<file path="src/rtl/lpfs_pkg.sv">
// Shared types and constants for the length-prefixed frame segmenter.
package lpfs_pkg;

    localparam int BYTE_W = 8;

    typedef enum logic [0:0] {
        S_IDLE,
        S_EMIT
    } t_state;

    typedef struct packed {
        logic we;
        logic re;
    } t_mem_ctl;

endpackage

</file>
<file path="src/rtl/lpfs_ram.sv">
// Generic single-clock RAM: one write port, one read port with registered read data.
module lpfs_ram #(
    parameter int WIDTH = 8,
    parameter int DEPTH = 31
) (
    input  logic                                    i_clk,
    input  logic                                    i_wr_en,
    input  logic [((DEPTH > 1) ? $clog2(DEPTH) : 1)-1:0] i_wr_addr,
    input  logic [WIDTH-1:0]                        i_wr_data,
    input  logic                                    i_rd_en,
    input  logic [((DEPTH > 1) ? $clog2(DEPTH) : 1)-1:0] i_rd_addr,
    output logic [WIDTH-1:0]                        o_rd_data
);

    logic [WIDTH-1:0] r_mem [DEPTH];
    logic [WIDTH-1:0] r_rd_data;

    always_ff @(posedge i_clk) begin
        if (i_wr_en) begin
            r_mem[i_wr_addr] <= i_wr_data;
        end
        if (i_rd_en) begin
            r_rd_data <= r_mem[i_rd_addr];
        end
    end

    assign o_rd_data = r_rd_data;

endmodule

</file>
<file path="src/rtl/lpfs_ctrl.sv">
// Frame sequencer: collects payload into the store, then reads it back as a framed byte stream.
module lpfs_ctrl #(
    parameter int FRAME_BYTES = 32
) (
    input  logic                                    i_clk,
    input  logic                                    i_rst_n,
    input  logic                                    i_in_valid,
    output logic                                    o_in_ready,
    input  logic [lpfs_pkg::BYTE_W-1:0]             i_data_byte,
    input  logic                                    i_message_end,
    input  logic [lpfs_pkg::BYTE_W-1:0]             i_pad_byte,
    output lpfs_pkg::t_mem_ctl                      o_mem_ctl,
    output logic [((FRAME_BYTES > 2) ? $clog2(FRAME_BYTES - 1) : 1)-1:0] o_wr_addr,
    output logic [lpfs_pkg::BYTE_W-1:0]             o_wr_data,
    output logic [((FRAME_BYTES > 2) ? $clog2(FRAME_BYTES - 1) : 1)-1:0] o_rd_addr,
    input  logic [lpfs_pkg::BYTE_W-1:0]             i_rd_data,
    output logic                                    o_out_valid,
    input  logic                                    i_out_ready,
    output logic [lpfs_pkg::BYTE_W-1:0]             o_frame_byte,
    output logic                                    o_frame_end,
    output logic                                    o_message_done
);
    import lpfs_pkg::*;

    localparam int PAYLOAD_MAX = FRAME_BYTES - 1;
    localparam int AW = (PAYLOAD_MAX > 1) ? $clog2(PAYLOAD_MAX) : 1;
    localparam int CW = $clog2(FRAME_BYTES);
    localparam int KW = $clog2(FRAME_BYTES + 1);
    localparam logic [CW-1:0] CNT_LAST = CW'(PAYLOAD_MAX - 1);
    localparam logic [KW-1:0] K_END    = KW'(FRAME_BYTES);
    localparam logic [KW-1:0] K_LAST   = KW'(FRAME_BYTES - 1);

    t_state            r_state, n_state;
    logic [CW-1:0]     r_count, n_count;
    logic [CW-1:0]     r_n, n_n;
    logic              r_done, n_done;
    logic [KW-1:0]     r_ik, n_ik;
    logic              r_fv, n_fv;
    logic [KW-1:0]     r_fk, n_fk;
    logic              r_ovalid, n_ovalid;
    logic [BYTE_W-1:0] r_obyte, n_obyte;
    logic              r_oend, n_oend;
    logic              r_odone, n_odone;

    logic accept;
    logic closing;
    logic out_free;
    logic issue;
    logic move;

    always_ff @(posedge i_clk) begin
        if (!i_rst_n) begin
            r_state <= S_IDLE;
        end else begin
            r_state <= n_state;
        end
    end

    always_comb begin
        out_free = !r_ovalid || i_out_ready;
        accept   = i_in_valid && (r_state == S_IDLE);
        closing  = i_message_end || (r_count == CNT_LAST);
        issue    = (r_state == S_EMIT) && (r_ik != K_END) && (!r_fv || out_free);
        move     = r_fv && out_free;

        n_state  = r_state;
        n_count  = r_count;
        n_n      = r_n;
        n_done   = r_done;
        n_ik     = r_ik;
        n_fv     = r_fv;
        n_fk     = r_fk;
        n_ovalid = r_ovalid;
        n_obyte  = r_obyte;
        n_oend   = r_oend;
        n_odone  = r_odone;

        case (r_state)
            S_IDLE: begin
                if (accept) begin
                    if (closing) begin
                        n_state = S_EMIT;
                        n_count = '0;
                        n_n     = r_count + 1'b1;
                        n_done  = i_message_end;
                        n_ik    = '0;
                    end else begin
                        n_count = r_count + 1'b1;
                    end
                end
            end
            S_EMIT: begin
                // all reads issued and the last one handed on: frame is out
                if ((r_ik == K_END) && (!r_fv || out_free)) begin
                    n_state = S_IDLE;
                end
            end
            default: begin
                n_state = S_IDLE;
            end
        endcase

        if (issue) begin
            n_ik = r_ik + 1'b1;
            n_fv = 1'b1;
            n_fk = r_ik;
        end else if (move) begin
            n_fv = 1'b0;
        end

        if (move) begin
            n_ovalid = 1'b1;
            if (r_fk == '0) begin
                n_obyte = BYTE_W'(r_n);
            end else if (r_fk <= KW'(r_n)) begin
                n_obyte = i_rd_data;
            end else begin
                n_obyte = i_pad_byte;
            end
            n_oend  = (r_fk == K_LAST);
            n_odone = r_done;
        end else if (i_out_ready) begin
            n_ovalid = 1'b0;
        end
    end

    always_ff @(posedge i_clk) begin
        if (!i_rst_n) begin
            r_count  <= '0;
            r_fv     <= 1'b0;
            r_ovalid <= 1'b0;
        end else begin
            r_count  <= n_count;
            r_fv     <= n_fv;
            r_ovalid <= n_ovalid;
        end
        r_n     <= n_n;
        r_done  <= n_done;
        r_ik    <= n_ik;
        r_fk    <= n_fk;
        r_obyte <= n_obyte;
        r_oend  <= n_oend;
        r_odone <= n_odone;
    end

    assign o_in_ready   = (r_state == S_IDLE);
    assign o_mem_ctl.we = accept;
    assign o_mem_ctl.re = issue;
    assign o_wr_addr    = AW'(r_count);
    assign o_wr_data    = i_data_byte;
    // the count byte reads nothing useful; park the address at zero
    assign o_rd_addr    = (r_ik == '0) ? '0 : AW'(r_ik - 1'b1);

    assign o_out_valid    = r_ovalid;
    assign o_frame_byte   = r_obyte;
    assign o_frame_end    = r_oend;
    assign o_message_done = r_odone;

    a_idle_no_fetch: assert property (@(posedge i_clk) disable iff (!i_rst_n)
        (r_state == S_IDLE) |-> !r_fv)
        else $error("fetch stage busy while idle");

    a_count_range: assert property (@(posedge i_clk) disable iff (!i_rst_n)
        r_count <= CNT_LAST)
        else $error("payload count past frame capacity");

    a_enter_emit: assert property (@(posedge i_clk) disable iff (!i_rst_n)
        (accept && closing) |=> (r_state == S_EMIT) && (r_count == '0) && (r_ik == '0))
        else $error("frame start did not clear count and index");

    a_end_last: assert property (@(posedge i_clk) disable iff (!i_rst_n)
        (r_fv && (r_fk == K_LAST)) |-> (r_ik == K_END))
        else $error("frame end fetched before all reads issued");

    a_read_bound: assert property (@(posedge i_clk) disable iff (!i_rst_n)
        issue |-> (r_ik < K_END))
        else $error("read issued past frame end");

endmodule

</file>
<file path="src/rtl/length_prefixed_frame_segmenter_top.sv">
// Top level of the length-prefixed frame segmenter: pad register, payload store and sequencer.
// Input: one byte per cycle while a frame's payload is being collected.
// A frame closes on the end flag or when FRAME_BYTES-1 payload bytes are held; after the closing
// request its first byte passes the state, fetch and output registers, then one byte per cycle
// follows while the receiver is ready, FRAME_BYTES in all. Input is held off during read-back.
// Reset (synchronous, active low) clears the count and sets pad_byte to 0xFF; the store keeps
// its contents, and only bytes written for the current frame are sent.
module length_prefixed_frame_segmenter_top #(
    parameter int FRAME_BYTES = 32
) (
    input  logic                        i_clk,
    input  logic                        i_rst_n,
    input  logic                        i_cfg_wr_en,
    input  logic [lpfs_pkg::BYTE_W-1:0] i_cfg_wr_data,
    input  logic                        i_in_valid,
    output logic                        o_in_ready,
    input  logic [lpfs_pkg::BYTE_W-1:0] i_data_byte,
    input  logic                        i_message_end,
    output logic                        o_out_valid,
    input  logic                        i_out_ready,
    output logic [lpfs_pkg::BYTE_W-1:0] o_frame_byte,
    output logic                        o_frame_end,
    output logic                        o_message_done
);
    import lpfs_pkg::*;

    localparam int PAYLOAD_MAX = FRAME_BYTES - 1;
    localparam int AW = (PAYLOAD_MAX > 1) ? $clog2(PAYLOAD_MAX) : 1;

    logic [BYTE_W-1:0] r_pad;
    t_mem_ctl          mem_ctl;
    logic [AW-1:0]     wr_addr;
    logic [AW-1:0]     rd_addr;
    logic [BYTE_W-1:0] wr_data;
    logic [BYTE_W-1:0] rd_data;

    always_ff @(posedge i_clk) begin
        if (!i_rst_n) begin
            r_pad <= 8'hFF;
        end else if (i_cfg_wr_en) begin
            r_pad <= i_cfg_wr_data;
        end
    end

    lpfs_ram #(
        .WIDTH (BYTE_W),
        .DEPTH (PAYLOAD_MAX)
    ) u_store (
        .i_clk     (i_clk),
        .i_wr_en   (mem_ctl.we),
        .i_wr_addr (wr_addr),
        .i_wr_data (wr_data),
        .i_rd_en   (mem_ctl.re),
        .i_rd_addr (rd_addr),
        .o_rd_data (rd_data)
    );

    lpfs_ctrl #(
        .FRAME_BYTES (FRAME_BYTES)
    ) u_ctrl (
        .i_clk          (i_clk),
        .i_rst_n        (i_rst_n),
        .i_in_valid     (i_in_valid),
        .o_in_ready     (o_in_ready),
        .i_data_byte    (i_data_byte),
        .i_message_end  (i_message_end),
        .i_pad_byte     (r_pad),
        .o_mem_ctl      (mem_ctl),
        .o_wr_addr      (wr_addr),
        .o_wr_data      (wr_data),
        .o_rd_addr      (rd_addr),
        .i_rd_data      (rd_data),
        .o_out_valid    (o_out_valid),
        .i_out_ready    (i_out_ready),
        .o_frame_byte   (o_frame_byte),
        .o_frame_end    (o_frame_end),
        .o_message_done (o_message_done)
    );

endmodule

</file>
<file path="config.mk">
export PLATFORM = sky130hd
export DESIGN_NAME = length_prefixed_frame_segmenter_top
export DESIGN_NICKNAME = d
export VERILOG_FILES = /design/src/rtl/lpfs_pkg.sv /design/src/rtl/lpfs_ram.sv /design/src/rtl/lpfs_ctrl.sv /design/src/rtl/length_prefixed_frame_segmenter_top.sv
export SDC_FILE = /design/constraint.sdc
export NUM_CORES = 1
export LEC_CHECK = 0
export BUFFER_PORTS_ARGS = -buffer_cell sky130_fd_sc_hd__clkbuf_2
export CORE_ASPECT_RATIO = 0.8
export CORE_UTILIZATION = 34
export DETAILED_ROUTE_END_ITERATION = 7
export GPL_TIMING_DRIVEN = 0
export PLACE_DENSITY = 0.52
export REMOVE_ABC_BUFFERS = 1
export SYNTH_ARGS = -nofsm -noshare
export SYNTH_HDL_FRONTEND = slang
export SYNTH_SLANG_ARGS = --single-unit
</file>
<file path="constraint.sdc">
create_clock -name i_clk -period 4.4 [get_ports i_clk]
set_clock_uncertainty 0.2 [all_clocks]
set_input_delay 0.44 -clock i_clk [delete_from_list [all_inputs] [get_ports i_clk]]
set_output_delay 0.44 -clock i_clk [all_outputs]
set_load 0.005 [all_outputs]
</file>
Word level (Yosys, flattened, before mapping)

Memory sizes are Yosys's and may differ from the RTL's. A register that Yosys moved wholly into a read port is not among the register bits.
Cells that the tools add are included.

Register bits: 44
RAM bits: 248
Input bits: 22
Word-level logic and storage cells: 61
Memories kept: 1

$add $sub $neg: 3
$lt $le $gt $ge: 1
Equality and inequality tests: 5
Multiplexer cells: 18
Bitwise logic cells: 1
Reductions and logical operators: 19

Memory list:

| memory        | words | bits a word | rd ports | clocked after Yosys merged registers in | write ports | line           | source |
|---|---|---|---|---|---|---|---|
| u_store.r_mem | 31    | 8           | 1        | 1                                       | 1           | lpfs_ram.sv:15 | `logic [WIDTH-1:0] r_mem [DEPTH];` |

Operator list:

| cell                  | number |
|---|---|
| $mux W6               | 4 |
| $mux W5               | 3 |
| $logic_not A6 Y1      | 2 |
| $mux W1               | 9 |
| $mux W8               | 1 |
| $reduce_bool A2 Y1    | 4 |
| $add A6 B1 Y6 const B | 1 |
| $eq A6 B5 Y1 const B  | 1 |
| $eq A6 B6 Y1 const B  | 1 |
| $le A6 B5 Y1          | 1 |
| $ne A6 B6 Y1 const B  | 1 |
| $reduce_and A3 Y1     | 2 |
| $add A5 B1 Y5 const B | 1 |
| $eq A5 B5 Y1 const B  | 1 |
| $logic_and A1 B1 Y1   | 5 |
| $sub A5 B1 Y5 const B | 1 |
| $logic_or A1 B1 Y1    | 3 |
| $logic_not A1 Y1      | 2 |
| $ne A2 B2 Y1 const B  | 1 |
| $pmux W1 S2           | 1 |
| $reduce_and A2 Y1     | 1 |
| $not A1 Y1            | 1 |

Logic depth before layout (Yosys ltp)

Gate-level depths: netlist (run 1).

Depth after elaboration: 6
Depth in mapped cells: 13
Depth with buffers taken out: 8

Modules after synthesis

A second synthesis (run 1) with hierarchy kept.

Cell total of the unflattened synthesis: 750
Area total of the unflattened synthesis: 12276.8 µm²

By module, submodules not included:

| module                              | times used | cells each | area an instance (µm²) |
|---|---|---|---|
| lpfs_ram                            | 1          | 561        | 10189.8 |
| lpfs_ctrl                           | 1          | 163        | 1801.7 |
| length_prefixed_frame_segmenter_top | 1          | 26         | 285.3 |

Worst setup path before layout (run 1)

Ideal clock, no wire load.

Path type: register -> register
Start: reg u_ctrl.r_ik[0]
End: reg u_store.r_rd_data[6], in the netlist u_store.o_rd_data[6] (read register of u_store.r_mem) (data pin)
Library setup time: 0.259 ns
Data arrival time: 2.724 ns
Setup slack: 1.217 ns
Cell stages (with the launch flop): 12
Path buffers: 3
Cell sequence: edfxtp_1 -> inv_1 -> clkbuf_1 -> clkbuf_1 -> ha_1 -> clkbuf_2 -> nor3b_1 -> nand3_1 -> a21bo_1 -> a221oi_1 -> a311oi_1 -> a2bb2oi_1

Cells in the longest elaborated chain, start to end: 3
Elaborated cells between the ends (all ways): 6
Classes of those cells: 1 x add/sub; 1 x eq/ne; 1 x mux; 3 x reduce/logical

RTL lines:

| item                                                  | line             | source |
|---|---|---|
| from (decl)                                           | lpfs_ctrl.sv:37  | `logic [KW-1:0] r_ik, n_ik;` |
| from (signal assigned)                                | lpfs_ctrl.sv:139 | `r_ik <= n_ik;` |
| branches (longest 3 deep; another with $sub A5 B1 Y5) | n/a              |  |
| to (decl)                                             | lpfs_ram.sv:16   | `logic [WIDTH-1:0] r_rd_data;` |

Parallel ways; which one is timed is not known.
A chain may end at the register's enable or synchronous reset.

Worst setup path in the final report (run 1)

Start: reg u_ctrl.r_ik[0]
End: reg u_store.r_rd_data[3], in the netlist u_store.o_rd_data[3] (read register of u_store.r_mem) (data pin)

The elaborated chain is that of the path after synthesis.

==> summary.txt, run 1 <==
Outcome
  – Status: complete, no violations

CTS
  – CTS tree: done
  – Clock Path Buffers: 3
  – Clock root cell: clkbuf_16
  – Clock Sinks: 300
  – Clock Pin Slew Worst Setup and Hold Paths: 0.06 ns
  – Worst-Skew Late Latency: 0.57 ns
  – Cts bufs inserted: 29
  – H-tree depth: 1

Final layout
  – Layout area overhead: 14.9%
  – Util after Layout: 39.6%
  – Final net count: 1,008
  – Fillers: 3,417
  – Area taken by multi-input logic gates: 3320 um2
  – FF/Latch Area: 8850 um2
  – Final std cells w/o fill: 1,475
  – Share of cells above drive strength 1: 11.0%
  – Cell area after layout: 14,200 um2
  – Diode count: 0

Timing
  – Final Setup Violations: 0
  – Slew at the pin closest to its max-slew limit: 1.02 ns
  – Final min period: 4.20 ns
  – Final setup TNS: 0 ns
  – Endpoints failing hold: 0
  – Hold slack final: 0.0807 ns
  – Slew HR: 31.2%
  – Final worst-path setup slack: 0.205 ns
  – Pins Over Slew Limit: 0
  – Achievable Freq: 238 MHz
  – Tcrit/Tclk final: 95.3%

Floorplanning
  – Core Region: 35,800 um2
  – FP Rows: 62
  – Die footprint: 37,100 um2
  – Die Y: 173 um
  – Initial core utilization: 34.5%
  – IO Count: 34
  – Die X: 215 um

GRT
  – Pin count of the biggest net entering global routing: 33
  – Initial antenna violation count: 0
  – Grt ovf: 0
  – First-pass GRT wire length: 47,000 um
  – Vias in the first global route: 7,581
  – Total GRT Usage: 17.0%

Synth
  – Ys async rst share: 0%
  – Library cells used by synthesis: 55
  – Xor/xnor share of the synthesized area: 0.911%
  – Yosys warns: 0
  – Seq/Total Area, Yosys: 71.6%
  – FF+latch count, synth: 300
  – Adder-Cell Fraction of Synth Area: 1.11%
  – Yosys top cell by area: edfxtp_1
  – EDFF count, synth: 284
  – Multiplexer share of the synthesized area: 2.75%
  – Top area cells in the synthesized netlist: edfxtp_1 (69%), nand2_1 (4.3%), nand3_1 (2.6%), dfxtp_1 (2.6%), nor2_1 (2.5%)
  – Compound-cell area share of the yosys netlist: 8.82%
  – Post-synth top area share: 69.0%
  – Simple-Gate Fraction of Synth Area: 12.6%
  – Synth Instances: 927
  – Synthesized area: 12,400 um2
  – Largest family of logic cells by synthesized area: simple AND/OR/NAND/NOR gates
  – Ys flop type: edfxtp_1
  – Syn avg cell area: 13.3 um2

Critical path
  – Critical Path Sink Type: flop
  – Reg2reg setup slack: 0.20 ns
  – CP required: 4.46 ns
  – Crit path arrival time: 4.25 ns
  – Crit path from: u_ctrl.r_ik[0]
  – R2r startpoint: u_ctrl.r_ik[0]
  – Crit path launch type: flop
  – Critical path type: flop to flop
  – Crit path to: u_store.o_rd_data[3]
  – Worst R2R End: u_store.o_rd_data[3]
  – Worst Path Max Fanout: 22
  – R2R cell count: 10

Power
  – Switching power: 1.62 mW
  – IR drop worst, VDD: 0.000262 V
  – Seq pwr share: 50.5%
  – Pwr Total: 6.36 mW
  – Leakage power: 4.67 nW
  – Internal power: 4.74 mW
  – Clock share of power: 36.9%
  – Power Density: 448 nW/um2
  – Sw Share: 25.5%
  – Combinational power share: 12.5%

Detailed routing
  – Post-DR vias/cell: 5.28
  – Total Wirelength: 31,500 um
  – 1st-pass router iterations: 5
  – Antenna-violating nets left: 0
  – Vias: 7,782
  – DR WL/cell: 21.4 um
  – DRC errors left: 0
  – Initial DRC count: 837

Placed design
  – Worst slack, placed: -0.945 ns
  – Placement Cell Area: 13,100 um2
  – Final GP Congestion: 0.828
  – Hpwl dp: 19,200 um
  – PortBufs: 33
  – Placed cell count: 1,399

Hold path
  – Hold Crit Class: input pin to flop
  – Hold path cells: 3

Flow run
  – Max-Cap Viols: 0
==> worst min-delay path by stage <==
stage | from | endpoint | slack [ns]
2_1_floorplan | u_ctrl.r_done | u_ctrl.o_message_done | 0.20
5_1_grt | i_rst_n | u_ctrl.r_fv | 0.11
4_1_cts | i_rst_n | u_ctrl.r_fv | 0.07
6_report | i_rst_n | u_ctrl.r_fv | 0.08
3_3_place_gp | u_ctrl.r_done | u_ctrl.o_message_done | 0.20
3_5_place_dp | u_ctrl.r_done | u_ctrl.o_message_done | 0.21
==> layer usage <==
| layer | wire length, um | track usage, % | vias up |
|---|---|---|---|
| li1 | - | - | 3583 |
| met1 | 14400 | 24.2 | 3894 |
| met2 | 14400 | 26.5 | 248 |
| met3 | 1910 | 3.62 | 57 |
| met4 | 848 | 4.26 | 0 |
| met5 | 0 | 0 | - |
==> cells by family (layout without fill, tap and decap cells) <==
kind of cell	count (synthesis)	in the layout
adder cells (fa/ha/maj)	11	11
XOR/XNOR	12	12
AO/OA/AOI/OAI	163	165
flip-flops	300	300
AND/OR/NAND/NOR	347	348
multiplexers	33	33
buffers and inverters	61	126
==> cell usage after synthesis, drive strengths merged, types with 9 or more instances <==
library cell	number
edfxtp	284
nand2	143
nor2	85
nand3	65
a31oi	37
o21ai	30
a21oi	27
mux2i	25
buf	24
o211ai	24
clkbuf	23
dfxtp	16
inv	14
ha	11
and3	10
nor3	10
a211oi	9
nand4	9
==> worst max-delay path, cell delays in order, from the launching register on <==
cell and delay (ns):
edfxtp_1 0.46, buf_16 0.20, buf_16 0.20, clkinvlp_4 0.45, ha_4 0.40, xor2_2 0.45
buf_8 0.23, and3_1 0.62, nand3_1 0.18, o211ai_1 0.23, a22oi_1 0.21
==> flip-flops by register name, summed over array words and instances, names as in the netlist, 5 cells and up <==
register	flops
u_ctrl.r_ik	6
u_ctrl.o_frame_byte	8
u_store.o_rd_data	8
r_pad	8
u_store.r_mem	248
u_ctrl.r_n	5
u_ctrl.o_wr_addr	5
u_ctrl.r_fk	6
==> what timing repair did <==
item / in CTS / in global routing
endpoints found under the hold margin: 10 / 0
pin swaps: 2 / 1
gates resized for setup: 3 / 7
endpoints found under the setup margin: 9 / 8
cloned: 4 / 0
hold buffers: 18 / 0
buffers inserted: 0 / 3
==> area by class of cell <==
| class | instances | share of cell area, % |
|---|---|---|
| flip-flops and latches | 300 | 62.3 |
| clock inverters | 11 | 0.625 |
| multi-input cells | 569 | 23.4 |
| clock buffers | 40 | 5.54 |
| repair inverters | 1 | 0.0352 |
| well taps | 480 | 4.23 |
| repair buffers | 60 | 3.50 |
| inverters | 14 | 0.396 |
==> layout by cell type (no fill, tap or decap), types with 8 or more instances in the layout <==
cell type        n
clkbuf_2        33
clkbuf_16       29
nor2_1          83
a31oi_1         37
dfxtp_1         16
a211oi_1         9
a221oi_1         8
dlygate4sd3_1   18
nor3_1           9
mux2i_1         25
ha_1            10
nand2_1        140
o211ai_1        24
and3_1          10
edfxtp_1       284
nand3_1         65
a21oi_1         24
inv_1           13
clkbuf_1         9
o21ai_0         26
nand4_1          9
==> power groups by stage <==
| stage | clock network, mW | logic [mW] | registers, mW |
|---|---|---|---|
| floorplan | 0 | 0.407 | 3.27 |
| global placement | 0 | 0.700 | 3.29 |
| detailed placement | 0 | 0.742 | 3.27 |
| CTS | 2.41 | 0.775 | 3.21 |
| global route | 2.51 | 0.858 | 3.22 |
| finish | 2.35 | 0.797 | 3.21 |
Note: power is estimated with default switching activity, not from simulation.
==> run 2: changes to the inputs <==
RECOVER_POWER = 25   (was unset)
==> run 2 against run 1 <==
  * Hold slack barely moved
  * Non-clock buffer count stayed put
  * Total power about the same
  * Wire length barely moved
  * Setup slack improved by 0.0064 ns
  * Critical path depth is the same
  * Count of clock-buffer cells in the layout did not move
  * Largest power group unchanged
  * Global-route usage stayed put
  * Cell count stayed put
  * Via count increased by 0.30%
  * Highest routed layer unchanged
  * Sequential power is essentially flat
  * The flow now finishes with violations (capacitance limit, slew limit)
==> summary.txt, run 2 (same netlist as run 1, synthesis figures left out) <==
Timing
  – Slew HR: -12.2%
  – Final min period: 4.19 ns
  – Achievable Freq: 239 MHz
  – Tcrit/Tclk final: 95.2%
  – Final Setup Violations: 0
  – Final worst-path setup slack: 0.211 ns
  – Endpoints failing hold: 0
  – Slew at the pin closest to its max-slew limit: 1.68 ns
  – Pins Over Slew Limit: 160

Floorplanning
  – Initial core utilization: 34.5%
  – FP Rows: 62
  – Die Y: 173 um
  – IO Count: 34
  – Die X: 215 um
  – Core Region: 35,800 um2
  – Die footprint: 37,100 um2

Flow run
  – Max-Cap Viols: 6

Critical path
  – Worst Path Max Fanout: 22
  – Crit path arrival time: 4.25 ns
  – Critical path type: flop to flop
  – Critical Path Sink Type: flop
  – CP required: 4.46 ns
  – Crit path launch type: flop

Final layout
  – FF/Latch Area: 8850 um2
  – Fillers: 3,419
  – Commonest non-fill, non-tap cell in the layout: edfxtp_1
  – Layout area overhead: 14.8%
  – Diode count: 0
  – Final std cells w/o fill: 1,475
  – Final net count: 1,008
  – Biggest register: u_store.r_mem
  – Share of cells above drive strength 1: 10.4%
  – Area taken by multi-input logic gates: 3320 um2
  – Max reg flops: 248
  – Most frequent cells in the layout: edfxtp_1 (284), nand2_1 (140), nor2_1 (83)

Detailed routing
  – DR WL/cell: 21.4 um
  – 1st-pass router iterations: 5
  – Total Wirelength: 31,500 um
  – Antenna-violating nets left: 0
  – Initial DRC count: 836
  – Post-DR vias/cell: 5.29
  – Vias: 7,805
  – DRC errors left: 0

Placed design
  – Placed cell count: 1,399
  – Hpwl dp: 19,200 um
  – Worst slack, placed: -0.945 ns
  – PortBufs: 33
  – Final GP Congestion: 0.828

CTS
  – Clock Path Buffers: 3
  – H-tree depth: 1
  – Clock Pin Slew Worst Setup and Hold Paths: 0.06 ns
  – Clock root cell: clkbuf_16
  – Clock Sinks: 300
  – Cts bufs inserted: 29
  – CTS tree: done
  – Worst-Skew Late Latency: 0.57 ns

Power
  – Power Density: 448 nW/um2
  – Pwr Total: 6.36 mW
  – Leakage power: 4.66 nW
  – IR drop worst, VDD: 0.000263 V

GRT
  – Initial antenna violation count: 0
  – Pin count of the biggest net entering global routing: 33
  – Total GRT Usage: 17.0%
  – First-pass GRT wire length: 47,000 um
  – Vias in the first global route: 7,581
  – Grt ovf: 0

Outcome
  – Failing checks: capacitance limit, slew limit
  – Status: complete, but fails checks

Hold path
  – Hold Crit Class: input pin to flop
[run 2: cell counts in the layout (fill, tap and decap cells not counted)]
No cell type changed its count.
[run 2: worst paths after layout]
kind	startpoint	to	slack, ns	depth (start not counted)
worst max-delay path	u_ctrl.r_ik[0]	u_store.o_rd_data[3]	0.21	10
worst min-delay path	i_rst_n	u_ctrl.r_fv	0.08	3
worst max register to register	u_ctrl.r_ik[0]	u_store.o_rd_data[3]	0.21	10
worst min register to register	u_ctrl.r_done	u_ctrl.o_message_done	0.22	0
[run 2: area by class of cell]
cell class | instances | share of cell area [%]
Tap cell | 480 | 4.23
Clock buffer | 40 | 5.54
Timing Repair inverter | 1 | 0.0352
Timing Repair Buffer | 60 | 3.45
Inverter | 14 | 0.397
Clock inverter | 11 | 0.626
Multi-Input combinational cell | 569 | 23.4
Sequential cell | 300 | 62.3
[run 2: metrics by stage]
step | area (um2) | TNS [ns] | utilization, % | hold WS [ns]
3_3_place_gp | 12900 | -69.37 | 36.0 | 0.202
2_1_floorplan | 12100 | -7.38 | - | 0.200
6_report | 14200 | 0 | 39.6 | 0.0806
5_1_grt | 14200 | -0.00546 | 39.6 | 0.106
4_1_cts | 14100 | 0 | 39.5 | 0.0698
3_5_place_dp | 13100 | -4.89 | 36.4 | 0.208
[run 2: what timing repair did]
| item | CTS | global route |
|---|---|---|
| endpoints found under the hold margin | 10 | 0 |
| endpoints found under the setup margin | 9 | 8 |
| gates resized for setup | 3 | 7 |
| pin swaps | 2 | 1 |
| buffers inserted | 0 | 3 |
| cloned | 4 | 0 |
| hold buffers | 18 | 0 |
[run 2: routing by layer]
metal | up-vias | wire, um | track usage (%)
li1 | 3584 | - | -
met4 | 0 | 845 | 4.26
met2 | 258 | 14400 | 26.5
met3 | 57 | 1970 | 3.62
met1 | 3906 | 14300 | 24.2
met5 | - | 0 | 0
[run 2: critical path, stage by stage, from the launching register on]
cell and delay (ns):
edfxtp_1 0.46, buf_16 0.20, buf_16 0.20, clkinvlp_4 0.45, ha_4 0.40, xor2_2 0.44, buf_8 0.23, and3_1 0.62
nand3_1 0.18, o211ai_1 0.23, a22oi_1 0.21
[run 2: report_power, final]
group | switching [mW] | total [mW] | internal, mW
Clock | 1.04 | 2.35 | 1.31
Sequential | 0.0338 | 3.22 | 3.18
Combinational | 0.546 | 0.795 | 0.250
Total | 1.62 | 6.36 | 4.74
